### src/hdl/sorted_list_insert_delete_defines.svh
// Assertion macros used by the datapath of the sorted list block.
`ifndef SORTED_LIST_INSERT_DELETE_DEFINES_SVH
`define SORTED_LIST_INSERT_DELETE_DEFINES_SVH

// Checks that cons holds in the same cycle as ante.
`define SLI_ASSERT_NOW(label, ante, cons, msg) \
	label: assert property (@(posedge clk) disable iff (!arst_n) (ante) |-> (cons)) \
		else $error(msg);

// Checks that cons holds in the cycle after ante.
`define SLI_ASSERT_NEXT(label, ante, cons, msg) \
	label: assert property (@(posedge clk) disable iff (!arst_n) (ante) |=> (cons)) \
		else $error(msg);

`endif

### src/hdl/sli_pkg.sv
package sli_pkg;

	localparam int DEPTH      = 16;
	localparam int DATA_WIDTH = 32;
	localparam int IDX_W      = $clog2(DEPTH);
	localparam int CNT_W      = $clog2(DEPTH + 1);

	localparam int VALUE_W    = 32;
	localparam int ELEM_W     = 32;
	localparam int POS_W      = 4;
	localparam int COUNT_W    = 5;

	localparam logic OP_INSERT = 1'b0;
	localparam logic OP_DELETE = 1'b1;

	typedef enum logic [1:0] {
		ST_DONE  = 2'd0,
		ST_FULL  = 2'd1,
		ST_EMPTY = 2'd2
	} sli_code_t;

	typedef struct packed {
		logic start;
		logic upd;
		logic eload;
		logic eadv;
	} sli_cmd_t;

	typedef struct packed {
		logic refuse;
		logic upd_last;
		logic empty;
		logic elast;
	} sli_stat_t;

endpackage

### src/hdl/sli_if.sv
interface sli_op_if;
	logic                                valid;
	logic                                ready;
	logic                                kind;
	logic signed [sli_pkg::VALUE_W-1:0]  value;

	modport source(output valid, kind, value, input ready);
	modport sink(input valid, kind, value, output ready);
endinterface

interface sli_res_if;
	logic                                valid;
	logic                                ready;
	logic signed [sli_pkg::ELEM_W-1:0]   element;
	logic                                has_element;
	logic [sli_pkg::POS_W-1:0]           position;
	logic [sli_pkg::COUNT_W-1:0]         count;
	logic [1:0]                          status;
	logic                                last;

	modport source(output valid, element, has_element, position, count, status, last,
		input ready);
	modport sink(input valid, element, has_element, position, count, status, last,
		output ready);
endinterface

### src/hdl/sli_datapath.sv
`include "sorted_list_insert_delete_defines.svh"

module sli_datapath (
	input  logic                                clk,
	input  logic                                arst_n,
	input  sli_pkg::sli_cmd_t                   cmd,
	output sli_pkg::sli_stat_t                  st,
	input  logic                                kind,
	input  logic signed [sli_pkg::VALUE_W-1:0]  value,
	output logic signed [sli_pkg::ELEM_W-1:0]   element,
	output logic                                has_element,
	output logic [sli_pkg::POS_W-1:0]           position,
	output logic [sli_pkg::COUNT_W-1:0]         count,
	output logic [1:0]                          status,
	output logic                                last
);
	import sli_pkg::*;

	logic [DATA_WIDTH-1:0] mem_q [DEPTH];

	logic                  kind_q;
	logic [DATA_WIDTH-1:0] val_q;
	sli_code_t             stat_q;
	logic [CNT_W-1:0]      n_q;
	logic [CNT_W-1:0]      ridx_q;
	logic [CNT_W-1:0]      pidx_q;
	logic [CNT_W-1:0]      wcnt_q;
	logic                  placed_q;
	logic [DATA_WIDTH-1:0] held_q;
	logic                  pv_q;
	logic [DATA_WIDTH-1:0] rd_q;
	logic [IDX_W-1:0]      eidx_q;

	logic [CNT_W-1:0]      steps;
	logic                  upd_rd;
	logic                  rd_en;
	logic [IDX_W-1:0]      raddr;
	logic                  proc;
	logic                  step_last;
	logic                  ins_here;
	logic                  keep;
	logic                  we;
	logic [IDX_W-1:0]      waddr;
	logic [DATA_WIDTH-1:0] wdata;
	logic                  showing;
	sli_code_t             start_code;

	always_comb begin
		steps     = (kind_q == OP_DELETE) ? n_q : n_q + CNT_W'(1);
		upd_rd    = cmd.upd && (ridx_q < steps);
		rd_en     = upd_rd || cmd.eload || cmd.eadv;
		raddr     = cmd.eload ? '0 : (cmd.eadv ? eidx_q + IDX_W'(1) : ridx_q[IDX_W-1:0]);
		proc      = cmd.upd && pv_q;
		step_last = proc && (pidx_q == steps - CNT_W'(1));
		ins_here  = !placed_q && ((pidx_q == n_q) || ($signed(rd_q) >= $signed(val_q)));
		keep      = (rd_q != val_q);
		if (kind_q == OP_INSERT) begin
			we    = proc && (placed_q || ins_here);
			waddr = pidx_q[IDX_W-1:0];
			wdata = placed_q ? held_q : val_q;
		end else begin
			we    = proc && keep;
			waddr = wcnt_q[IDX_W-1:0];
			wdata = rd_q;
		end
		if (kind == OP_INSERT && n_q == CNT_W'(DEPTH)) begin
			start_code = ST_FULL;
		end else if (kind == OP_DELETE && n_q == '0) begin
			start_code = ST_EMPTY;
		end else begin
			start_code = ST_DONE;
		end
	end

	assign st.refuse   = (start_code != ST_DONE);
	assign st.upd_last = step_last;
	assign st.empty    = (n_q == '0);
	assign st.elast    = (CNT_W'(eidx_q) == n_q - CNT_W'(1));

	assign showing     = (stat_q == ST_DONE) && (n_q != '0);
	assign has_element = showing;
	assign element     = showing ? ELEM_W'($signed(rd_q)) : '0;
	assign position    = showing ? POS_W'(eidx_q) : '0;
	assign count       = COUNT_W'(n_q);
	assign status      = stat_q;
	assign last        = showing ? st.elast : 1'b1;

	always_ff @(posedge clk) begin
		if (we) begin
			mem_q[waddr] <= wdata;
		end
		if (rd_en) begin
			rd_q <= mem_q[raddr];
		end
	end

	always_ff @(posedge clk or negedge arst_n) begin
		if (!arst_n) begin
			kind_q   <= OP_INSERT;
			val_q    <= '0;
			stat_q   <= ST_DONE;
			n_q      <= '0;
			ridx_q   <= '0;
			pidx_q   <= '0;
			wcnt_q   <= '0;
			placed_q <= 1'b0;
			held_q   <= '0;
			pv_q     <= 1'b0;
			eidx_q   <= '0;
		end else begin
			pv_q <= upd_rd;
			if (cmd.start) begin
				kind_q   <= kind;
				val_q    <= value[DATA_WIDTH-1:0];
				stat_q   <= start_code;
				ridx_q   <= '0;
				pidx_q   <= '0;
				wcnt_q   <= '0;
				placed_q <= 1'b0;
			end
			if (upd_rd) begin
				ridx_q <= ridx_q + CNT_W'(1);
			end
			if (proc) begin
				pidx_q <= pidx_q + CNT_W'(1);
				if (kind_q == OP_INSERT) begin
					if (placed_q || ins_here) begin
						held_q <= rd_q;
					end
					if (ins_here) begin
						placed_q <= 1'b1;
					end
				end else if (keep) begin
					wcnt_q <= wcnt_q + CNT_W'(1);
				end
			end
			if (step_last) begin
				if (kind_q == OP_INSERT) begin
					n_q <= n_q + CNT_W'(1);
				end else begin
					n_q <= wcnt_q + CNT_W'(keep);
				end
			end
			if (cmd.eload) begin
				eidx_q <= '0;
			end else if (cmd.eadv) begin
				eidx_q <= eidx_q + IDX_W'(1);
			end
		end
	end

	`SLI_ASSERT_NOW(a_count_bound, 1'b1, n_q <= CNT_W'(DEPTH), "Entry count exceeds depth.")
	`SLI_ASSERT_NOW(a_write_behind_read, we, CNT_W'(waddr) < ridx_q, "Write overtakes the read pointer.")
	`SLI_ASSERT_NEXT(a_insert_grows, step_last && kind_q == OP_INSERT, n_q == $past(n_q) + CNT_W'(1), "Insert did not add one entry.")
	`SLI_ASSERT_NEXT(a_delete_shrinks, step_last && kind_q == OP_DELETE, n_q <= $past(n_q), "Delete grew the list.")
	`SLI_ASSERT_NOW(a_advance_in_range, cmd.eadv, CNT_W'(eidx_q) + CNT_W'(1) < n_q, "Output advanced past the last entry.")

endmodule

### src/hdl/sli_ctrl.sv
module sli_ctrl (
	input  logic               clk,
	input  logic               arst_n,
	input  logic               op_valid,
	output logic               op_ready,
	output logic               res_valid,
	input  logic               res_ready,
	output sli_pkg::sli_cmd_t  cmd,
	input  sli_pkg::sli_stat_t st
);
	import sli_pkg::*;

	typedef enum logic [2:0] {
		S_IDLE,
		S_UPD,
		S_LOAD,
		S_SHOW,
		S_NOTE
	} state_t;

	state_t state_q;

	assign op_ready  = (state_q == S_IDLE);
	assign res_valid = (state_q == S_SHOW) || (state_q == S_NOTE);

	always_comb begin
		cmd.start = (state_q == S_IDLE) && op_valid;
		cmd.upd   = (state_q == S_UPD);
		cmd.eload = (state_q == S_LOAD) && !st.empty;
		cmd.eadv  = (state_q == S_SHOW) && res_ready && !st.elast;
	end

	always_ff @(posedge clk or negedge arst_n) begin
		if (!arst_n) begin
			state_q <= S_IDLE;
		end else begin
			unique case (state_q)
				S_IDLE: begin
					if (op_valid) begin
						state_q <= st.refuse ? S_NOTE : S_UPD;
					end
				end
				S_UPD: begin
					if (st.upd_last) begin
						state_q <= S_LOAD;
					end
				end
				S_LOAD: begin
					state_q <= st.empty ? S_NOTE : S_SHOW;
				end
				S_SHOW: begin
					if (res_ready && st.elast) begin
						state_q <= S_IDLE;
					end
				end
				S_NOTE: begin
					if (res_ready) begin
						state_q <= S_IDLE;
					end
				end
				default: begin
					state_q <= S_IDLE;
				end
			endcase
		end
	end

endmodule

### src/hdl/sorted_list_insert_delete.sv
// Keeps up to 16 signed 32-bit entries in ascending order in a register file with one read
// and one write port.
// Each accepted word (insert or delete) is followed by an update pass over the stored list,
// one entry per cycle through a registered read, then a load state, then the new list is
// sent in ascending order, one entry per cycle while the receiver is ready, with the final
// word flagged; an empty list or a refused operation (insert into a full list, delete on an
// empty list) sends a single word with no element. A new word is accepted only after the
// last result word of the previous one has been taken.
module sorted_list_insert_delete (
	input  logic       clk,
	input  logic       arst_n,
	sli_op_if.sink     op,
	sli_res_if.source  res
);
	import sli_pkg::*;

	sli_cmd_t  cmd;
	sli_stat_t st;

	sli_ctrl u_ctrl (
		.clk       (clk),
		.arst_n    (arst_n),
		.op_valid  (op.valid),
		.op_ready  (op.ready),
		.res_valid (res.valid),
		.res_ready (res.ready),
		.cmd       (cmd),
		.st        (st)
	);

	sli_datapath u_datapath (
		.clk         (clk),
		.arst_n      (arst_n),
		.cmd         (cmd),
		.st          (st),
		.kind        (op.kind),
		.value       (op.value),
		.element     (res.element),
		.has_element (res.has_element),
		.position    (res.position),
		.count       (res.count),
		.status      (res.status),
		.last        (res.last)
	);

endmodule

### src/flat_wrapper.sv
// flat-port wrapper written by rule: the top's interface ports become plain ports
module sorted_list_insert_delete_flat import sli_pkg::*;
  (clk, arst_n, op_valid, op_kind, op_value, op_ready, res_valid, res_element, res_has_element, res_position, res_count, res_status, res_last, res_ready);
  sli_op_if op_i ();
  sli_res_if res_i ();
  input  logic clk;
  input  logic arst_n;
  input wire logic [$bits(op_i.valid)-1:0] op_valid;
  input wire logic [$bits(op_i.kind)-1:0] op_kind;
  input wire logic [$bits(op_i.value)-1:0] op_value;
  output wire logic [$bits(op_i.ready)-1:0] op_ready;
  output wire logic [$bits(res_i.valid)-1:0] res_valid;
  output wire logic [$bits(res_i.element)-1:0] res_element;
  output wire logic [$bits(res_i.has_element)-1:0] res_has_element;
  output wire logic [$bits(res_i.position)-1:0] res_position;
  output wire logic [$bits(res_i.count)-1:0] res_count;
  output wire logic [$bits(res_i.status)-1:0] res_status;
  output wire logic [$bits(res_i.last)-1:0] res_last;
  input wire logic [$bits(res_i.ready)-1:0] res_ready;
  assign op_i.valid = op_valid;
  assign op_i.kind = op_kind;
  assign op_i.value = op_value;
  assign op_ready = op_i.ready;
  assign res_valid = res_i.valid;
  assign res_element = res_i.element;
  assign res_has_element = res_i.has_element;
  assign res_position = res_i.position;
  assign res_count = res_i.count;
  assign res_status = res_i.status;
  assign res_last = res_i.last;
  assign res_i.ready = res_ready;
  sorted_list_insert_delete u_core (.clk(clk), .arst_n(arst_n), .op(op_i), .res(res_i));
endmodule
### config.mk
export PLATFORM = sky130hd
export DESIGN_NAME = sorted_list_insert_delete_flat
export DESIGN_NICKNAME = d
export VERILOG_FILES = /design/src/hdl/sli_pkg.sv /design/src/hdl/sli_if.sv /design/src/hdl/sli_datapath.sv /design/src/hdl/sli_ctrl.sv /design/src/hdl/sorted_list_insert_delete.sv /design/src/flat_wrapper.sv
export VERILOG_INCLUDE_DIRS = /design/src /design/src/hdl
export SDC_FILE = /design/constraint.sdc
export NUM_CORES = 1
export LEC_CHECK = 0
export BUFFER_PORTS_ARGS = -buffer_cell sky130_fd_sc_hd__buf_2
export CORE_ASPECT_RATIO = 0.5
export CORE_MARGIN = 2
export CORE_UTILIZATION = 40
export DETAILED_ROUTE_END_ITERATION = 12
export GPL_TIMING_DRIVEN = 0
export PLACE_DENSITY_LB_ADDON = 0.25
export SYNTH_ARGS = -nofsm -noshare
export SYNTH_HDL_FRONTEND = slang
export SYNTH_SLANG_ARGS = --single-unit
### constraint.sdc
create_clock -name clk -period 8.2 [get_ports clk]
set_clock_uncertainty 0.1 [all_clocks]
set_input_delay 2.46 -clock clk [delete_from_list [all_inputs] [get_ports clk]]
set_output_delay 2.46 -clock clk [all_outputs]
set_load 0.02 [all_outputs]
==> flow_summary.ini <==
[cells_and_area]
nFillCells = 5995
drive_above_1_share_pct = 19.2
antennaDiodeCount = 0
area_growth_syn_to_layout_pct = 16.1
finish.net_count = 2269
seq_area_um2 = 18700
fin_cells = 3181
multiInputGateArea_um2 = 8740

[grt]
antenna_found_initial = 0
grt_overflow = 0
grt_pass1_vias = 17100
grt_pass1_wl_um = 116000
grt_max_degree = 50
groute.usage.overall_pct = 22.0

[critical_path]
critPathLaunchType = flop
reg2regPathDepth = 13
r2r_setup_slack_ns = 3.13
required_ns = 5.64
crit_arrival_ns = 3.65
endpoint_kind = output port
reg2reg_to = u_core.u_datapath.mem_q[4][14]
timing.rr.start = u_core.u_datapath.rd_q[25]
path_max_fanout = 10
path_class = reg2out

[clock_network]
clock_sinks = 640
clk-insertion-delay-late_ns = 0.63
clk_pin_slew_worst_paths_ns = 0.07
hold_buffers = 0
cts_htree_levels = 2
cts_tree = done
cts_max_path_buffers = 3
cts_made_buffers = 60
cts-root-buf = clkbuf_16
cts_resized = 0
postCtsSetupBuffers = 0

[synthesis]
ys_async_sr_fraction_pct = 15.0
synth_edf_count = 544
ys_top_cells_by_count = 544 x edfxtp_1, 184 x o21ai_0, 159 x mux2_2, 114 x nand2_1
synth.distinct_cells = 63
synth_warnings = 0
ys_dominant_reg_cell = edfxtp_1
yosysMostFrequentCell = edfxtp_1
ys_seq_area_share_pct = 66.7
synth_area_um2 = 28100
synth_top_area_cell = edfxtp_1
synthesis.instances = 1991
syn_area_per_cell_um2 = 14.1
syn_nets = 2073
synth_top_cell_area_share_pct = 58.2
synth_area_leaders = edfxtp_1 58%, dfrtp_1 8.6%, mux2_2 6.4%
synth_seq_cells = 640

[sta]
rsz0062_at_grt = false
final-max-slew-violation-count = 0
hold_viol = 0
finalCritPeriodShare_pct = 75.8
fin_setup_tns_ns = 0
finalSetupViolations = 0
tightest_slew_ns = 1.37
worst_slack_ns = 1.99
fin_crit_ns = 6.21
relSlewSlack_pct = 8.72
fmax_mhz = 161

[floorplanning]
start_util_pct = 40.6
die_h_um = 191
die_w_um = 379
core_um2 = 69200
io_pins = 84
dieArea_um2 = 72500
row_count = 68

[outcome]
outcome = complete, no violations

[drt]
highest_layer = met4
first_pass_iters = 6
wl_met1_um = 36300
avgRoutedWirePerCell_um = 25.1
routed_via_density = 5.65
met3_length_um = 6310
route.met2.wl_um = 35400
route.vias.total = 18000
drt_first_iter_violations = 1640
ant_nets = 0
routed_wl_um = 79900
drc = 0

[worst_hold_path]
hold_depth = 1
min_from = u_core.u_datapath.held_q[7]
hold-path-endpoint = u_core.u_datapath.held_q[7]
min_path_type = reg2reg

[placement]
port_buffers = 83
dp_hpwl_um = 55000
dp_cells = 3068
gp_congestion = 0.849
place_ws_ns = 1.90

[power]
power.total_mw = 13.0
p_per_area_nw_per_um2 = 399
p_leak_nw = 11.5
vdd_drop_max_v = 0.000210

[job]
max_cap_violations = 0
## power breakdown
| part | leakage (nW) | switching [mW] | internal [mW] | total (mW) |
|---|---|---|---|---|
| Clock | 0.946 | 1.21 | 1.60 | 2.81 |
| Combinational | 4.44 | 3.45 | 1.78 | 5.22 |
| Sequential | 6.16 | 0.284 | 4.68 | 4.96 |
| Total | 11.5 | 4.94 | 8.06 | 13.0 |
## how the worst max path moves through the flow
stage                               startpoint                              end  slack, ns  cells after the start
detailed placement                   res_ready       u_core.u_datapath.rd_q[12]       1.90                      7
global placement    u_core.u_datapath.rd_q[26]  u_core.u_datapath.mem_q[12][12]       0.38                     11
finish              u_core.u_datapath.count[1]                         res_last       1.99                     10
CTS                 u_core.u_datapath.count[1]                         res_last       1.99                     10
global route        u_core.u_datapath.count[1]                         res_last       1.79                     10
floorplan           u_core.u_datapath.count[1]                  res_element[26]       3.15                      8
## final cells by class
type	count	share of cell area, %
Buffer	136	1.80
Clock buffer	95	5.32
Clock inverter	16	0.668
Inverter	45	0.518
Multi-Input combinational cell	1170	26.8
Sequential cell	640	57.5
Tap cell	945	3.63
Timing Repair Buffer	134	3.80
## registers in the layout, indices dropped and copies added (netlist names)
name                        cells
u_core.u_datapath.mem_q       512
u_core.u_datapath.count         5
u_core.u_datapath.status        2
u_core.u_datapath.ridx_q        5
u_core.u_datapath.eidx_q        4
u_core.u_datapath.placed_q      1
u_core.u_datapath.rd_q         32
u_core.u_datapath.pidx_q        5
u_core.u_datapath.val_q        32
u_core.u_ctrl.state_q           3
u_core.u_datapath.kind_q        1
u_core.u_datapath.held_q       32
u_core.u_datapath.wcnt_q        5
u_core.u_datapath.pv_q          1
## layout by cell type, fill, tap and decap left out, types with 6 or more instances in the layout
cell	instances
dfrtp_1	96
a21oi_1	21
and3_1	99
buf_2	100
o2111a_1	32
and2_1	37
a31oi_1	6
edfxtp_1	544
clkbuf_1	125
nor2_1	30
buf_6	6
o21ai_0	153
o21ai_1	35
buf_1	10
buf_16	16
a21boi_0	96
ha_1	45
xor2_1	15
xnor2_1	13
mux2i_1	70
mux2_2	159
nor3_1	6
a21o_1	14
buf_4	29
nand4b_1	6
nand2_1	114
inv_1	45
buf_12	8
nand3_1	57
a22oi_1	65
nand4_1	12
clkbuf_16	61
a21oi_4	16
clkbuf_8	8
## kinds of logic after synthesis
kind of cell,Yosys count,synth area share (%)
simple gates,395,7.40
compound gates,469,11.2
xor+xnor,29,0.954
buf+inv,181,2.70
fa+ha+maj,45,2.01
mux,232,8.99
flops,640,66.7
## metrics by stage
| step | util [%] | cell area [um2] | hold slack [ns] |
|---|---|---|---|
| final | 47.1 | 32600 | 0.401 |
| after detailed placement | 44.3 | 30600 | 0.388 |
| after floorplan | - | 28100 | 0.364 |
| after global placement | 42.9 | 29700 | 0.378 |
| after CTS | 47.1 | 32600 | 0.402 |
| after global routing | 47.1 | 32600 | 0.403 |
## worst max-delay path, stage by stage, from the launching register on
cell      delay (ns)
dfrtp_1         0.36
clkbuf_1        0.36
inv_1           0.09
ha_1            0.24
nor3b_2         0.21
nor2b_2         0.23
nor3_2          0.45
buf_6           0.23
clkbuf_1        0.44
nand2_1         0.20
buf_2           0.21
## routing by layer
metal  track usage, %  vias to the layer above
met4             5.99                        0
met3             3.94                      102
met2             33.3                      740
met5                0                        -
li1                 -                     7998
met1             32.4                     9132
(Power assumes the default switching activity.)
